$ cat config.mk
export PLATFORM = sky130hd
export DESIGN_NAME = fixed_point_line_rasterizer_top_flat
export DESIGN_NICKNAME = d
export VERILOG_FILES = /design/src/sv/flr_pkg.sv /design/src/sv/flr_if.sv /design/src/sv/flr_fifo.sv /design/src/sv/flr_front.sv /design/src/sv/flr_back.sv /design/src/sv/fixed_point_line_rasterizer_top.sv /design/src/flat_wrapper.sv
export SDC_FILE = /design/constraint.sdc
export NUM_CORES = 1
export LEC_CHECK = 0
export ABC_AREA = 1
export ABC_CLOCK_PERIOD_IN_PS = 9600
export BUFFER_PORTS_ARGS = -buffer_cell sky130_fd_sc_hd__buf_2
export CELL_PAD_IN_SITES_DETAIL_PLACEMENT = 0
export CELL_PAD_IN_SITES_GLOBAL_PLACEMENT = 1
export CORE_MARGIN = 8
export CORE_UTILIZATION = 50
export DETAILED_ROUTE_END_ITERATION = 7
export MAX_ROUTING_LAYER = met4
export PLACE_DENSITY = 0.79
export SLEW_MARGIN = 10
export SYNTH_ARGS = -nofsm -noshare
export SYNTH_HDL_FRONTEND = slang
export SYNTH_HIERARCHICAL = 1
export SYNTH_SLANG_ARGS = --single-unit
$ cat constraint.sdc
create_clock -name clk -period 9.6 [get_ports clk]
set_input_delay 0.48 -clock clk [delete_from_list [all_inputs] [get_ports clk]]
set_output_delay 0.48 -clock clk [all_outputs]
set_load 0.03 [all_outputs]
$ cat src/sv/flr_pkg.sv
package flr_pkg;

  // default sizes of the datapath
  localparam int DEF_COORD_BITS = 13;
  localparam int DEF_FRAC_BITS  = 10;
  localparam int DEF_COLOR_BITS = 32;

  // frame size registers
  localparam int DIM_BITS       = 13;
  localparam int CFG_INDEX_BITS = 1;

  localparam logic [DIM_BITS-1:0] RESET_CANVAS_WIDTH  = 13'd1024;
  localparam logic [DIM_BITS-1:0] RESET_CANVAS_HEIGHT = 13'd768;

  // command queue depth, a power of two
  localparam int QUEUE_DEPTH = 4;

  typedef enum logic [CFG_INDEX_BITS-1:0] {
    REG_CANVAS_WIDTH  = 1'b0,
    REG_CANVAS_HEIGHT = 1'b1
  } cfg_reg_t;

  // item function, also the kind of a queued command
  typedef enum logic {
    FUNC_LOAD = 1'b0,
    FUNC_STEP = 1'b1
  } func_t;

  // width of a packed queue command: kind, two accumulators, two increments, length, colour, reject
  function automatic int cmd_bits(input int coord_bits, input int frac_bits,
                                  input int color_bits);
    return 2 + 4 * (coord_bits + frac_bits + 1) + (coord_bits + 1) + color_bits;
  endfunction

endpackage

$ cat src/sv/flr_if.sv
interface flr_in_if #(
  parameter int COORD_BITS = flr_pkg::DEF_COORD_BITS,
  parameter int COLOR_BITS = flr_pkg::DEF_COLOR_BITS
) ();
  logic                         valid;
  logic                         ready;
  logic                         func;
  logic signed [COORD_BITS-1:0] x_start;
  logic signed [COORD_BITS-1:0] y_start;
  logic signed [COORD_BITS-1:0] x_end;
  logic signed [COORD_BITS-1:0] y_end;
  logic [COLOR_BITS-1:0]        line_color;

  modport source (
    output valid, func, x_start, y_start, x_end, y_end, line_color,
    input  ready
  );
  modport sink (
    input  valid, func, x_start, y_start, x_end, y_end, line_color,
    output ready
  );
endinterface

interface flr_out_if #(
  parameter int COORD_BITS = flr_pkg::DEF_COORD_BITS,
  parameter int COLOR_BITS = flr_pkg::DEF_COLOR_BITS
) ();
  logic                         valid;
  logic                         ready;
  logic signed [COORD_BITS-1:0] pixel_x;
  logic signed [COORD_BITS-1:0] pixel_y;
  logic [COLOR_BITS-1:0]        pixel_color;
  logic                         write_enable;
  logic                         active;
  logic                         last;

  modport source (
    output valid, pixel_x, pixel_y, pixel_color, write_enable, active, last,
    input  ready
  );
  modport sink (
    input  valid, pixel_x, pixel_y, pixel_color, write_enable, active, last,
    output ready
  );
endinterface

$ cat src/sv/flr_fifo.sv
module flr_fifo #(
  parameter int WIDTH = 8,
  parameter int DEPTH = flr_pkg::QUEUE_DEPTH
) (
  input  logic             clk,
  input  logic             rst,
  input  logic             push,
  input  logic [WIDTH-1:0] push_data,
  output logic             full,
  input  logic             pop,
  output logic [WIDTH-1:0] pop_data,
  output logic             empty
);
  import flr_pkg::*;

  localparam int PTR_BITS = $clog2(DEPTH);
  localparam int CNT_BITS = $clog2(DEPTH + 1);

  logic [WIDTH-1:0]    entries [DEPTH];
  logic [PTR_BITS-1:0] wr_ptr;
  logic [PTR_BITS-1:0] rd_ptr;
  logic [CNT_BITS-1:0] count;

  assign full     = (count == CNT_BITS'(DEPTH));
  assign empty    = (count == '0);
  assign pop_data = entries[rd_ptr];

  // storage, written at the tail
  always_ff @(posedge clk) begin
    if (push) begin
      entries[wr_ptr] <= push_data;
    end
  end

  // pointers and fill level
  always_ff @(posedge clk) begin
    if (rst) begin
      wr_ptr <= '0;
      rd_ptr <= '0;
      count  <= '0;
    end else begin
      if (push) begin
        wr_ptr <= wr_ptr + PTR_BITS'(1);
      end
      if (pop) begin
        rd_ptr <= rd_ptr + PTR_BITS'(1);
      end
      if (push && !pop) begin
        count <= count + CNT_BITS'(1);
      end else if (pop && !push) begin
        count <= count - CNT_BITS'(1);
      end
    end
  end

endmodule

$ cat src/sv/flr_front.sv
module flr_front #(
  parameter int COORD_BITS = flr_pkg::DEF_COORD_BITS,
  parameter int FRAC_BITS  = flr_pkg::DEF_FRAC_BITS,
  parameter int COLOR_BITS = flr_pkg::DEF_COLOR_BITS
) (
  input  logic                       clk,
  input  logic                       rst,
  flr_in_if.sink                     line_in,
  input  logic [flr_pkg::DIM_BITS-1:0] canvas_width,
  input  logic [flr_pkg::DIM_BITS-1:0] canvas_height,
  output logic                       push,
  output logic [flr_pkg::cmd_bits(COORD_BITS, FRAC_BITS, COLOR_BITS)-1:0] push_data,
  input  logic                       full
);
  import flr_pkg::*;

  localparam int ACC_BITS  = COORD_BITS + FRAC_BITS + 1;
  localparam int STEP_BITS = COORD_BITS + 1;
  localparam int CNT_BITS  = $clog2(FRAC_BITS + 1);
  localparam int CMP_BITS  = (COORD_BITS + 2 > DIM_BITS + 1) ? COORD_BITS + 2 : DIM_BITS + 1;

  localparam logic [ACC_BITS-1:0] ONE_STEP = ACC_BITS'(1) << FRAC_BITS;
  localparam logic [ACC_BITS-1:0] NEG_STEP = ACC_BITS'(0) - ONE_STEP;

  typedef struct packed {
    func_t                 kind;
    logic [ACC_BITS-1:0]   acc_x;
    logic [ACC_BITS-1:0]   acc_y;
    logic [ACC_BITS-1:0]   inc_x;
    logic [ACC_BITS-1:0]   inc_y;
    logic [STEP_BITS-1:0]  steps;
    logic [COLOR_BITS-1:0] color;
    logic                  rejected;
  } cmd_t;

  typedef enum logic [1:0] {
    S_IDLE,
    S_SETUP,
    S_DIV,
    S_PUSH
  } state_t;

  state_t                       state;
  logic signed [COORD_BITS-1:0] x1;
  logic signed [COORD_BITS-1:0] y1;
  logic signed [COORD_BITS-1:0] x2;
  logic signed [COORD_BITS-1:0] y2;
  logic [COLOR_BITS-1:0]        color_in;
  cmd_t                         cmd;
  cmd_t                         step_cmd;
  logic [STEP_BITS-1:0]         div_len;
  logic [STEP_BITS-1:0]         div_rem;
  logic [FRAC_BITS:0]           div_q;
  logic [CNT_BITS-1:0]          div_cnt;
  logic                         minor_is_y;
  logic                         minor_neg;

  logic                         accept;
  logic signed [STEP_BITS-1:0]  dx;
  logic signed [STEP_BITS-1:0]  dy;
  logic [STEP_BITS-1:0]         adx;
  logic [STEP_BITS-1:0]         ady;
  logic                         x_major;
  logic [STEP_BITS-1:0]         major_len;
  logic [STEP_BITS-1:0]         minor_mag;
  logic                         same_x;
  logic                         same_y;
  logic signed [COORD_BITS-1:0] span_lo;
  logic signed [COORD_BITS-1:0] span_hi;
  logic signed [COORD_BITS-1:0] span_col;
  logic signed [COORD_BITS-1:0] span_row;
  logic [STEP_BITS-1:0]         span_len;
  logic                         span_rej;
  logic                         div_ge;
  logic [STEP_BITS-1:0]         div_diff;
  logic [FRAC_BITS:0]           div_q_next;
  logic [ACC_BITS-1:0]          minor_inc;

  // coordinate to fixed point, sign extended
  function automatic logic [ACC_BITS-1:0] to_acc(input logic signed [COORD_BITS-1:0] v);
    logic signed [ACC_BITS-1:0] ext;
    ext = ACC_BITS'(v);
    return ext << FRAC_BITS;
  endfunction

  // signed coordinate at or past a frame dimension
  function automatic logic past_edge(input logic signed [COORD_BITS-1:0] v,
                                     input logic [DIM_BITS-1:0] dim);
    logic signed [CMP_BITS-1:0] sv;
    logic signed [CMP_BITS-1:0] sd;
    sv = CMP_BITS'(v);
    sd = $signed(CMP_BITS'({1'b0, dim}));
    return sv >= sd;
  endfunction

  assign line_in.ready = (state == S_IDLE) && !full;
  assign accept        = line_in.valid && line_in.ready;

  // deltas and major axis of a general line
  always_comb begin
    dx        = STEP_BITS'(x2) - STEP_BITS'(x1);
    dy        = STEP_BITS'(y2) - STEP_BITS'(y1);
    adx       = dx[STEP_BITS-1] ? STEP_BITS'(0) - dx : dx;
    ady       = dy[STEP_BITS-1] ? STEP_BITS'(0) - dy : dy;
    x_major   = (adx >= ady);
    major_len = (x_major ? adx : ady) + STEP_BITS'(1);
    minor_mag = (x_major ? ady : adx) + STEP_BITS'(1);
  end

  // span classification and rejection against the far edges
  always_comb begin
    same_x = (x1 == x2);
    same_y = (y1 == y2);
    if (same_x) begin
      span_lo  = (y1 < y2) ? y1 : y2;
      span_hi  = (y1 < y2) ? y2 : y1;
      span_col = x1;
      span_row = span_hi;
    end else begin
      span_lo  = (x1 < x2) ? x1 : x2;
      span_hi  = (x1 < x2) ? x2 : x1;
      span_col = span_hi;
      span_row = y1;
    end
    span_len = STEP_BITS'(span_hi) - STEP_BITS'(span_lo) + STEP_BITS'(1);
    span_rej = past_edge(span_col, canvas_width) || past_edge(span_row, canvas_height);
  end

  // one restoring division step per cycle
  always_comb begin
    div_ge     = (div_rem >= div_len);
    div_diff   = div_ge ? div_rem - div_len : div_rem;
    div_q_next = {div_q[FRAC_BITS-1:0], div_ge};
    minor_inc  = minor_neg ? ACC_BITS'(0) - ACC_BITS'(div_q_next) : ACC_BITS'(div_q_next);
  end

  // queue write side
  always_comb begin
    step_cmd      = '0;
    step_cmd.kind = FUNC_STEP;
    push          = ((state == S_PUSH) && !full) ||
                    (accept && (func_t'(line_in.func) == FUNC_STEP));
    push_data     = (state == S_PUSH) ? cmd : step_cmd;
  end

  // control sequence and load preparation
  always_ff @(posedge clk) begin
    if (rst) begin
      state <= S_IDLE;
    end else begin
      case (state)
        S_IDLE: begin
          if (accept && (func_t'(line_in.func) == FUNC_LOAD)) begin
            x1       <= line_in.x_start;
            y1       <= line_in.y_start;
            x2       <= line_in.x_end;
            y2       <= line_in.y_end;
            color_in <= line_in.line_color;
            state    <= S_SETUP;
          end
        end
        S_SETUP: begin
          cmd.kind  <= FUNC_LOAD;
          cmd.color <= color_in;
          if (same_x || same_y) begin
            cmd.acc_x    <= to_acc(same_x ? x1 : span_lo);
            cmd.acc_y    <= to_acc(same_x ? span_lo : y1);
            cmd.inc_x    <= same_x ? '0 : ONE_STEP;
            cmd.inc_y    <= same_x ? ONE_STEP : '0;
            cmd.steps    <= span_len;
            cmd.rejected <= span_rej;
            state        <= S_PUSH;
          end else begin
            cmd.acc_x    <= to_acc(x1);
            cmd.acc_y    <= to_acc(y1);
            cmd.inc_x    <= x_major ? (dx[STEP_BITS-1] ? NEG_STEP : ONE_STEP) : '0;
            cmd.inc_y    <= x_major ? '0 : (dy[STEP_BITS-1] ? NEG_STEP : ONE_STEP);
            cmd.steps    <= major_len;
            cmd.rejected <= 1'b0;
            div_len      <= major_len;
            div_rem      <= minor_mag;
            div_q        <= '0;
            div_cnt      <= CNT_BITS'(FRAC_BITS);
            minor_is_y   <= x_major;
            minor_neg    <= x_major ? dy[STEP_BITS-1] : dx[STEP_BITS-1];
            state        <= S_DIV;
          end
        end
        S_DIV: begin
          div_rem <= {div_diff[STEP_BITS-2:0], 1'b0};
          div_q   <= div_q_next;
          if (div_cnt == '0) begin
            if (minor_is_y) begin
              cmd.inc_y <= minor_inc;
            end else begin
              cmd.inc_x <= minor_inc;
            end
            state <= S_PUSH;
          end else begin
            div_cnt <= div_cnt - CNT_BITS'(1);
          end
        end
        S_PUSH: begin
          if (!full) begin
            state <= S_IDLE;
          end
        end
        default: begin
          state <= S_IDLE;
        end
      endcase
    end
  end

endmodule

$ cat src/sv/flr_back.sv
module flr_back #(
  parameter int COORD_BITS = flr_pkg::DEF_COORD_BITS,
  parameter int FRAC_BITS  = flr_pkg::DEF_FRAC_BITS,
  parameter int COLOR_BITS = flr_pkg::DEF_COLOR_BITS
) (
  input  logic                       clk,
  input  logic                       rst,
  input  logic                       head_valid,
  input  logic [flr_pkg::cmd_bits(COORD_BITS, FRAC_BITS, COLOR_BITS)-1:0] head_data,
  output logic                       pop,
  input  logic [flr_pkg::DIM_BITS-1:0] canvas_width,
  input  logic [flr_pkg::DIM_BITS-1:0] canvas_height,
  flr_out_if.source                  pixel_out
);
  import flr_pkg::*;

  localparam int ACC_BITS  = COORD_BITS + FRAC_BITS + 1;
  localparam int STEP_BITS = COORD_BITS + 1;
  localparam int PIX_BITS  = ACC_BITS - FRAC_BITS;
  localparam int CMP_BITS  = (PIX_BITS + 1 > DIM_BITS + 1) ? PIX_BITS + 1 : DIM_BITS + 1;

  typedef struct packed {
    func_t                 kind;
    logic [ACC_BITS-1:0]   acc_x;
    logic [ACC_BITS-1:0]   acc_y;
    logic [ACC_BITS-1:0]   inc_x;
    logic [ACC_BITS-1:0]   inc_y;
    logic [STEP_BITS-1:0]  steps;
    logic [COLOR_BITS-1:0] color;
    logic                  rejected;
  } cmd_t;

  cmd_t                  head;
  logic [ACC_BITS-1:0]   acc_x;
  logic [ACC_BITS-1:0]   acc_y;
  logic [ACC_BITS-1:0]   inc_x;
  logic [ACC_BITS-1:0]   inc_y;
  logic [STEP_BITS-1:0]  steps_left;
  logic [COLOR_BITS-1:0] held_color;
  logic                  span_rejected;

  logic                  out_free;
  logic signed [PIX_BITS-1:0] px;
  logic signed [PIX_BITS-1:0] py;
  logic                  in_frame;

  // pixel below a frame dimension, coordinate known non-negative
  function automatic logic below_dim(input logic signed [PIX_BITS-1:0] v,
                                     input logic [DIM_BITS-1:0] dim);
    logic signed [CMP_BITS-1:0] sv;
    logic signed [CMP_BITS-1:0] sd;
    sv = CMP_BITS'(v);
    sd = $signed(CMP_BITS'({1'b0, dim}));
    return sv < sd;
  endfunction

  assign head     = cmd_t'(head_data);
  assign out_free = !pixel_out.valid || pixel_out.ready;
  assign pop      = head_valid && ((head.kind == FUNC_LOAD) || out_free);

  // current pixel is the integer part of the accumulators
  always_comb begin
    px       = acc_x[ACC_BITS-1:FRAC_BITS];
    py       = acc_y[ACC_BITS-1:FRAC_BITS];
    in_frame = !px[PIX_BITS-1] && !py[PIX_BITS-1] &&
               below_dim(px, canvas_width) && below_dim(py, canvas_height);
  end

  // walker state and output register
  always_ff @(posedge clk) begin
    if (rst) begin
      steps_left      <= '0;
      pixel_out.valid <= 1'b0;
    end else begin
      if (pop && (head.kind == FUNC_STEP)) begin
        pixel_out.valid <= 1'b1;
      end else if (pixel_out.valid && pixel_out.ready) begin
        pixel_out.valid <= 1'b0;
      end
      if (pop) begin
        if (head.kind == FUNC_LOAD) begin
          acc_x         <= head.acc_x;
          acc_y         <= head.acc_y;
          inc_x         <= head.inc_x;
          inc_y         <= head.inc_y;
          steps_left    <= head.steps;
          held_color    <= head.color;
          span_rejected <= head.rejected;
        end else begin
          if (steps_left == '0) begin
            pixel_out.pixel_x      <= '0;
            pixel_out.pixel_y      <= '0;
            pixel_out.pixel_color  <= '0;
            pixel_out.write_enable <= 1'b0;
            pixel_out.active       <= 1'b0;
            pixel_out.last         <= 1'b0;
          end else begin
            pixel_out.pixel_x      <= px[COORD_BITS-1:0];
            pixel_out.pixel_y      <= py[COORD_BITS-1:0];
            pixel_out.pixel_color  <= held_color;
            pixel_out.write_enable <= in_frame && !span_rejected;
            pixel_out.active       <= 1'b1;
            pixel_out.last         <= (steps_left == STEP_BITS'(1));
            acc_x                  <= acc_x + inc_x;
            acc_y                  <= acc_y + inc_y;
            steps_left             <= steps_left - STEP_BITS'(1);
          end
        end
      end
    end
  end

endmodule

$ cat src/sv/fixed_point_line_rasterizer_top.sv
// Fixed-point line rasterizer.
// Input channel line_in carries one transaction per item: func load latches the
// endpoints and colour of a new line and gives no result; func step gives one
// pixel on pixel_out (active 0 with all other fields zero when no line is left).
// The frame size is set through cfg_write / cfg_index / cfg_data, by the user
// only while idle; the block does not enforce this. A step's pixel passes
// through the four-entry command queue and then the output register; steps
// stream at one per cycle while pixel_out is ready and no load is being set up.
// A horizontal or vertical span load holds line_in ready low through the setup
// and push states; a general line also passes through the divide state, where
// a serial divider forms the minor-axis increment one quotient bit per cycle.
// Reset clears the queue, the output valid flag and the pixel count, and sets
// the frame to 1024 x 768; a step before any load reports active 0.
// When pixel_out stalls, the output register holds its pixel, the queue fills and
// line_in ready drops once the queue is full; no transaction is lost.
module fixed_point_line_rasterizer_top #(
  parameter int COORD_BITS = flr_pkg::DEF_COORD_BITS,
  parameter int FRAC_BITS  = flr_pkg::DEF_FRAC_BITS,
  parameter int COLOR_BITS = flr_pkg::DEF_COLOR_BITS
) (
  input  logic                             clk,
  input  logic                             rst,
  input  logic                             cfg_write,
  input  logic [flr_pkg::CFG_INDEX_BITS-1:0] cfg_index,
  input  logic [flr_pkg::DIM_BITS-1:0]       cfg_data,
  flr_in_if.sink                           line_in,
  flr_out_if.source                        pixel_out
);
  import flr_pkg::*;

  localparam int CMD_BITS = cmd_bits(COORD_BITS, FRAC_BITS, COLOR_BITS);

  logic [DIM_BITS-1:0] canvas_width;
  logic [DIM_BITS-1:0] canvas_height;
  logic                push;
  logic [CMD_BITS-1:0] push_data;
  logic                full;
  logic                pop;
  logic [CMD_BITS-1:0] head_data;
  logic                empty;

  // frame size registers
  always_ff @(posedge clk) begin
    if (rst) begin
      canvas_width  <= RESET_CANVAS_WIDTH;
      canvas_height <= RESET_CANVAS_HEIGHT;
    end else if (cfg_write) begin
      case (cfg_reg_t'(cfg_index))
        REG_CANVAS_WIDTH:  canvas_width  <= cfg_data;
        REG_CANVAS_HEIGHT: canvas_height <= cfg_data;
        default: begin
        end
      endcase
    end
  end

  // item decode and load setup
  flr_front #(
    .COORD_BITS (COORD_BITS),
    .FRAC_BITS  (FRAC_BITS),
    .COLOR_BITS (COLOR_BITS)
  ) u_front (
    .clk           (clk),
    .rst           (rst),
    .line_in       (line_in),
    .canvas_width  (canvas_width),
    .canvas_height (canvas_height),
    .push          (push),
    .push_data     (push_data),
    .full          (full)
  );

  // command queue between the two halves
  flr_fifo #(
    .WIDTH (CMD_BITS),
    .DEPTH (QUEUE_DEPTH)
  ) u_fifo (
    .clk       (clk),
    .rst       (rst),
    .push      (push),
    .push_data (push_data),
    .full      (full),
    .pop       (pop),
    .pop_data  (head_data),
    .empty     (empty)
  );

  // line walker and pixel output
  flr_back #(
    .COORD_BITS (COORD_BITS),
    .FRAC_BITS  (FRAC_BITS),
    .COLOR_BITS (COLOR_BITS)
  ) u_back (
    .clk           (clk),
    .rst           (rst),
    .head_valid    (!empty),
    .head_data     (head_data),
    .pop           (pop),
    .canvas_width  (canvas_width),
    .canvas_height (canvas_height),
    .pixel_out     (pixel_out)
  );

endmodule
$ cat src/flat_wrapper.sv
// flat-port wrapper written by rule: the top's interface ports become plain ports
module fixed_point_line_rasterizer_top_flat import flr_pkg::*;
#(
  parameter int COORD_BITS = flr_pkg::DEF_COORD_BITS,
  parameter int FRAC_BITS  = flr_pkg::DEF_FRAC_BITS,
  parameter int COLOR_BITS = flr_pkg::DEF_COLOR_BITS
)
  (clk, rst, cfg_write, cfg_index, cfg_data, line_in_valid, line_in_func, line_in_x_start, line_in_y_start, line_in_x_end, line_in_y_end, line_in_line_color, line_in_ready, pixel_out_valid, pixel_out_pixel_x, pixel_out_pixel_y, pixel_out_pixel_color, pixel_out_write_enable, pixel_out_active, pixel_out_last, pixel_out_ready);
  flr_in_if #(.COORD_BITS(COORD_BITS), .COLOR_BITS(COLOR_BITS)) line_in_i ();
  flr_out_if #(.COORD_BITS(COORD_BITS), .COLOR_BITS(COLOR_BITS)) pixel_out_i ();
  input  logic clk;
  input  logic rst;
  input  logic cfg_write;
  input  logic [flr_pkg::CFG_INDEX_BITS-1:0] cfg_index;
  input  logic [flr_pkg::DIM_BITS-1:0] cfg_data;
  input wire logic [$bits(line_in_i.valid)-1:0] line_in_valid;
  input wire logic [$bits(line_in_i.func)-1:0] line_in_func;
  input wire logic [$bits(line_in_i.x_start)-1:0] line_in_x_start;
  input wire logic [$bits(line_in_i.y_start)-1:0] line_in_y_start;
  input wire logic [$bits(line_in_i.x_end)-1:0] line_in_x_end;
  input wire logic [$bits(line_in_i.y_end)-1:0] line_in_y_end;
  input wire logic [$bits(line_in_i.line_color)-1:0] line_in_line_color;
  output wire logic [$bits(line_in_i.ready)-1:0] line_in_ready;
  output wire logic [$bits(pixel_out_i.valid)-1:0] pixel_out_valid;
  output wire logic [$bits(pixel_out_i.pixel_x)-1:0] pixel_out_pixel_x;
  output wire logic [$bits(pixel_out_i.pixel_y)-1:0] pixel_out_pixel_y;
  output wire logic [$bits(pixel_out_i.pixel_color)-1:0] pixel_out_pixel_color;
  output wire logic [$bits(pixel_out_i.write_enable)-1:0] pixel_out_write_enable;
  output wire logic [$bits(pixel_out_i.active)-1:0] pixel_out_active;
  output wire logic [$bits(pixel_out_i.last)-1:0] pixel_out_last;
  input wire logic [$bits(pixel_out_i.ready)-1:0] pixel_out_ready;
  assign line_in_i.valid = line_in_valid;
  assign line_in_i.func = line_in_func;
  assign line_in_i.x_start = line_in_x_start;
  assign line_in_i.y_start = line_in_y_start;
  assign line_in_i.x_end = line_in_x_end;
  assign line_in_i.y_end = line_in_y_end;
  assign line_in_i.line_color = line_in_line_color;
  assign line_in_ready = line_in_i.ready;
  assign pixel_out_valid = pixel_out_i.valid;
  assign pixel_out_pixel_x = pixel_out_i.pixel_x;
  assign pixel_out_pixel_y = pixel_out_i.pixel_y;
  assign pixel_out_pixel_color = pixel_out_i.pixel_color;
  assign pixel_out_write_enable = pixel_out_i.write_enable;
  assign pixel_out_active = pixel_out_i.active;
  assign pixel_out_last = pixel_out_i.last;
  assign pixel_out_i.ready = pixel_out_ready;
  fixed_point_line_rasterizer_top #(.COORD_BITS(COORD_BITS), .FRAC_BITS(FRAC_BITS), .COLOR_BITS(COLOR_BITS)) u_core (.clk(clk), .rst(rst), .cfg_write(cfg_write), .cfg_index(cfg_index), .cfg_data(cfg_data), .line_in(line_in_i), .pixel_out(pixel_out_i));
endmodule
=== After elaboration in Yosys (flattened, before gate mapping) ===
Memories as Yosys holds them, arrays and structs flattened. A register that Yosys moved wholly into a read port is not among the register bits.
Cells that the tools add are included.

* Bitwise logic cells: 5
* $add $sub $neg: 18
* Magnitude comparators: 8
* Reduce and logical (&&, ||, !) cells: 48
* Multiplexer cells: 56
* Equal/unequal tests: 15

{| class="wikitable"
|+ Operators by type and width
! operator !! count
|-
| 24-bit 2-to-1 mux || 11
|-
| 144-bit 2-to-1 mux || 1
|-
| 13-bit 2-to-1 mux || 11
|-
| 110-bit 2-to-1 mux || 1
|-
| 14-bit 2-to-1 mux || 7
|-
| 48-bit case mux with 2 select lines || 1
|-
| 24-bit adder || 2
|-
| 48-bit 2-to-1 mux || 1
|-
| 13-bit by 13-bit subtractor with 14-bit output || 3
|-
| 14-bit by 1-bit adder with 14-bit output, second input constant || 2
|-
| 13-bit by 14-bit >= comparator with 1-bit output || 2
|-
| 14-bit >= comparator || 2
|-
| 14-bit less-than comparator || 2
|-
| 14-bit case mux with 2 select lines || 1
|-
| 1-bit by 14-bit subtractor with 14-bit output, first input constant || 2
|-
| 13-bit equality test || 2
|-
| 13-bit less-than comparator || 2
|-
| 11-bit 2-to-1 mux || 2
|-
| 3-bit AND reduction || 7
|-
| 10-bit case mux with 2 select lines || 1
|-
| 14-bit by 2-bit adder with 14-bit output, second input constant || 1
|-
| 14-bit by 1-bit equality test with 1-bit output, second input constant || 1
|-
| 1-bit logical AND || 14
|-
| 14-bit zero test || 1
|-
| other kinds (28) || 70
|}

* Memories kept: 1
* Bits in registers: 511
* Output and inout bits: 63
* Bits in writable memories: 576

{| class="wikitable"
|+ Memory list
! name !! depth !! width !! rd ports !! clocked after memory_dff !! write ports !! line !! source
|-
| u_core.u_fifo.entries || 4 || 144 || 1 || 1 || 1 || flr_fifo.sv:19 || <nowiki>logic [WIDTH-1:0] entries [DEPTH];</nowiki>
|}

=== Logic depth before layout (Yosys ltp) ===
* Depth in word-level cells: 10
* Gate-level depth with buffers: 44

=== Cells and area by module ===
Netlist, hierarchy kept.

{| class="wikitable"
|+ Modules (own cells, without submodules)
! module !! instances !! cells an instance !! area each (um^2)
|-
| flr_fifo || 1 || 1,450 || 21,789.6
|-
| flr_front || 1 || 1,955 || 15,806.4
|-
| flr_back || 1 || 1,413 || 11,743.8
|-
| fixed_point_line_rasterizer_top || 1 || 142 || 1,011.0
|}

=== Worst setup path before layout ===
OpenSTA, ideal clock, no wires.

* Kind: flip-flop to flip-flop
* Start: reg (tool-made name)
* End: reg u_core.u_back.held_color[0] (enable)
* Period minus slack after synthesis: 7.538 ns
* Cell stages (with the launch flop): 11
* Data required time: 8.980 ns
* Arrival time: 6.918 ns
* Path slack: 2.062 ns
* Cells stage by stage: dfxtp_1 > buf_6 > buf_8 > inv_8 > buf_12 > buf_6 > nor2_1 > o22ai_1 > buf_2 > clkbuf_1 > nor3_1

{| class="wikitable"
|+ RTL lines
! element !! line !! source
|-
| end signal: assignment || flr_back.sv:87 || <nowiki>held_color <= head.color;</nowiki>
|-
| end: declaration || flr_back.sv:39 || <nowiki>logic [COLOR_BITS-1:0] held_color;</nowiki>
|}

=== Final worst setup path ===
* Start: reg u_core.u_front.x2[4]
* End: reg u_core/u_front/cmd[46] (netlist name), data pin

* Cells in the longest elaborated chain, start to end: 7

{| class="wikitable"
|+ RTL lines
! element !! line !! source
|-
| start: declaration || flr_front.sv:46 || <nowiki>logic signed [COORD_BITS-1:0] x2;</nowiki>
|-
| start signal: assignment || flr_front.sv:156 || <nowiki>x2 <= line_in.x_end;</nowiki>
|-
| 13-bit by 13-bit subtractor with 14-bit output || flr_front.sv:101 || <nowiki>dx = STEP_BITS'(x2) - STEP_BITS'(x1);</nowiki>
|-
| 1-bit by 14-bit subtractor with 14-bit output || flr_front.sv:103 || <nowiki>adx = dx[STEP_BITS-1] ? STEP_BITS'(0) - dx : dx;</nowiki>
|-
| 14-bit 2-to-1 mux || flr_front.sv:103 ||
|-
| 14-bit >= comparator || flr_front.sv:105 || <nowiki>x_major = (adx >= ady);</nowiki>
|-
| 14-bit 2-to-1 mux || flr_front.sv:106 || <nowiki>major_len = (x_major ? adx : ady) + STEP_BITS'(1);</nowiki>
|-
| 14-bit by 1-bit adder with 14-bit output || flr_front.sv:106 ||
|-
| 110-bit 2-to-1 mux * || flr_front.sv:165 || <nowiki>if (same_x || same_y) begin</nowiki>
|-
| end: declaration || flr_front.sv:49 || <nowiki>cmd_t cmd;</nowiki>
|}

Mark *: on every way between the ends. The rest lies on a longest branch, timed or not.
A chain may end at the register's enable or synchronous reset.

==> metrics.yaml <==
worst_path_max_delay_cell: "o211ai_1"
synth_top_area_cell: "edfxtp_1"
synth_compound_area_share_pct: 9.212
clock.fmax_mhz: 167.3
fill_cells: 8683
timing.final.crit_share_pct: 62.27
synth_cells: 4960
synth_top_area_share_pct: 59.10
finalWirelength_um: 127800
die_w_um: 333.3
worstHoldStart: "line_in_y_start[5]"
avgSynthCellArea_um2: 10.15
dp_cells: 6269
cp-start-kind: "flop"
vias_per_cell: 5.315
initial_utilization_pct: 50.35
arrival_ns: 6.42
synth_cell_types: 63
min_period_ns: 5.978
nets: 5464
synthArstFlopShare_pct: 0
drc_errors: 0
outcome: "complete, no violations"
worstReg2RegStart: "u_core/u_front/x2[4]"
cts_tree: "done"
ir_worst_vdd_mv: 0.2724
synth_flop_cell: "edfxtp_1"
die_area_mm2: 0.1111
worst_pin_slew_ns: 1.133
rsz0062_at_grt: "no"
hold_class: "in2reg"
slowest_delay_ns: 0.50
crit_required_ns: 10.04
yosysWarnings: 6
yosysMostFrequentCell: "edfxtp_1"
place_hpwl_um: 86740
synth_top_family_by_area: "simple AND/OR/NAND/NOR gates"
vias: 34830
clk_path_buf_depth: 3
clkSinkCount: 1043
pin_count: 167
instances_no_fill: 6553
finClkSkew_ns: 0.02372
cts_setup_buffers: 0
power.leakage_nw: 23.52
relSlewSlack_pct: 24.27
ctsResizeCount: 0
synth_xor_area_share_pct: 1.195
synthTopCellsByArea: "edfxtp_1 (59%), nand2_1 (7.2%), inv_1 (4.8%)"
die_h_um: 333.3
synth_edf_count: 991
path_class: "reg2reg"
crit_path_frequent_cell: "a21oi_1"
grt_overflow: 0
wl_per_cell_um: 19.50
synthAdderAreaFrac_pct: 5.049
std_cell_rows: 116
numCtsBuffers: 107
grt_max_degree: 153
drt-initial-drc-count: 3168
slew_violations: 0
drive_gt1_share_pct: 9.176
synthMuxAreaShare_pct: 0.01988
grt_use_total_pct: 23.07
crit_start: "u_core/u_front/x2[4]"
tns_ns: 0
synth-simple-area-share_pct: 15.70
ff_latch_area_mm2: 0.03081
antenna_found_initial: 3
crit_path_max_fanout: 28
htree_levels: 3
maxCapViolCount: 0
endpoint_kind: "flop"
synthesis.area_mm2: 0.05035
powerDensity_mw_per_mm2: 301.8
synth_seq_cells: 1043
grt_pass1_vias: 33210
hold_viol_final: 0
clkTransAtPathRegs_ns: 0.06
routabilityCongestion: 0.9181
area_growth_pct: 11.92
finalSetupViolations: 0
holdPathStages: 1
clock_latency_ns: 0.69
drtAntennaViolNets: 0
multiInputGateArea_mm2: 0.01583
root_buffer: "clkbuf_16"
first_pass_iters: 8
grt_pass1_wl_um: 195000
worst-r2r-cell-count: 29
synth_common_cells: "edfxtp_1 (991), nand2_1 (964), inv_1 (645)"
port_buffers: 166
synth-seq-area-share_pct: 61.17
core_mm2: 0.1000
routing by layer:
| metal | GRT usage, % | share of wire, % |
|---|---|---|
| met5 | - | 0 |
| met1 | 30.90 | 44 |
| met2 | 37.77 | 48 |
| met3 | 2.609 | 5.4 |
| met4 | 5.894 | 2.1 |
per-stage QoR:
stage                     hold WS, ns  area, µm²  setup slack, ns  total power [mW]  util [%]
final                         0.04268      56350            3.622             17.01     56.35
after global routing          0.01349      56350            2.854             18.12     56.35
after CTS                    0.005872      56350            3.604             17.14     56.35
after detailed placement       0.4054      51960            3.643             12.92     51.96
after global placement         0.4007      51960            3.660             12.82     51.96
after floorplan                0.4003      50420            2.062             11.15         -
cell families after synthesis:
family | count (synthesis)
AOI/OAI and AO/OA | 853
xor gates and xnor gates | 67
adders and majority gates | 199
buffers and inverters | 885
DFF | 1043
muxes | 1
other | 1
and+or+nand+nor | 1911
critical path: cells and delay by family, from the launching register on:
family                     cells  cell delay [ns]
adders and majority gates      3             0.98
and+or+nand+nor                8             0.90
DFF                            1             0.42
AOI/OAI and AO/OA             13             2.29
buffers and inverters          5             1.14
power breakdown:
group / internal, mW / switching (mW) / leakage (nW) / total (mW)
combinational: 1.92 / 4.42 / 12.1 / 6.33
clock: 2.40 / 1.77 / 1.73 / 4.17
sequential: 6.07 / 0.432 / 9.71 / 6.50
total: 10.4 / 6.62 / 23.5 / 17.0
final timing paths:
kind                                               end  slack, ns
worst min-delay path              u_core/u_front/y1[5]       0.04
worst max-delay path            u_core/u_front/cmd[46]       3.62
worst max register to register  u_core/u_front/cmd[46]       3.62
worst min register to register  u_core/u_front/cmd[16]       0.41
placed cells by master (no fill, tap or decap), types with 30 or more instances in the layout:
cell           instances
dfxtp_1               50
nand2_1              964
ha_1                 191
buf_4                 42
nand4_1               36
a21oi_1              151
o22ai_1              145
o21ai_1               69
dlygate4sd3_1         81
nand3_1              183
edfxtp_1             991
clkbuf_16            108
o21ai_0              420
xor2_1                35
xnor2_1               30
buf_2                166
inv_1                640
nor2_1               590
what timing repair did:
item                       CTS  global route
hold buffers                81             0
setup endpoints to repair    0             0
hold endpoints to repair    81             0
sequential cells by signal (all words and copies together) (netlist names), 3 cells and up, named ones only:
name,count
u_core/u_front/x2,13
u_core/u_back/pixel_out.pixel_y,13
u_core/u_front/div_len,14
u_core/u_front/div_q,10
u_core/canvas_width,13
u_core/u_back/inc_x,24
u_core/u_back/pixel_out.pixel_color,32
u_core/u_back/acc_y,24
u_core/u_front/div_cnt,4
u_core/u_back/steps_left,14
u_core/u_front/x1,13
u_core/u_front/cmd,97
u_core/u_fifo/count,3
u_core/u_back/held_color,32
u_core/u_fifo/entries,576
u_core/u_back/pixel_out.pixel_x,13
u_core/u_front/color_in,32
u_core/u_front/y2,13
u_core/u_back/inc_y,24
u_core/u_front/y1,13
u_core/u_front/div_rem,14
u_core/u_back/acc_x,24
u_core/canvas_height,13
area by class of cell:
| class | instances | share of cell area (%) |
|---|---|---|
| Multi-Input combinational cell | 3051 | 28.10 |
| Timing Repair Buffer | 289 | 3.473 |
| Clock inverter | 65 | 1.188 |
| Tap cell | 1298 | 2.882 |
| Inverter | 669 | 4.521 |
| Clock buffer | 136 | 5.160 |
| Sequential cell | 1043 | 54.67 |
| Antenna cell | 2 | 0.008881 |
(Power assumes the default switching activity.)
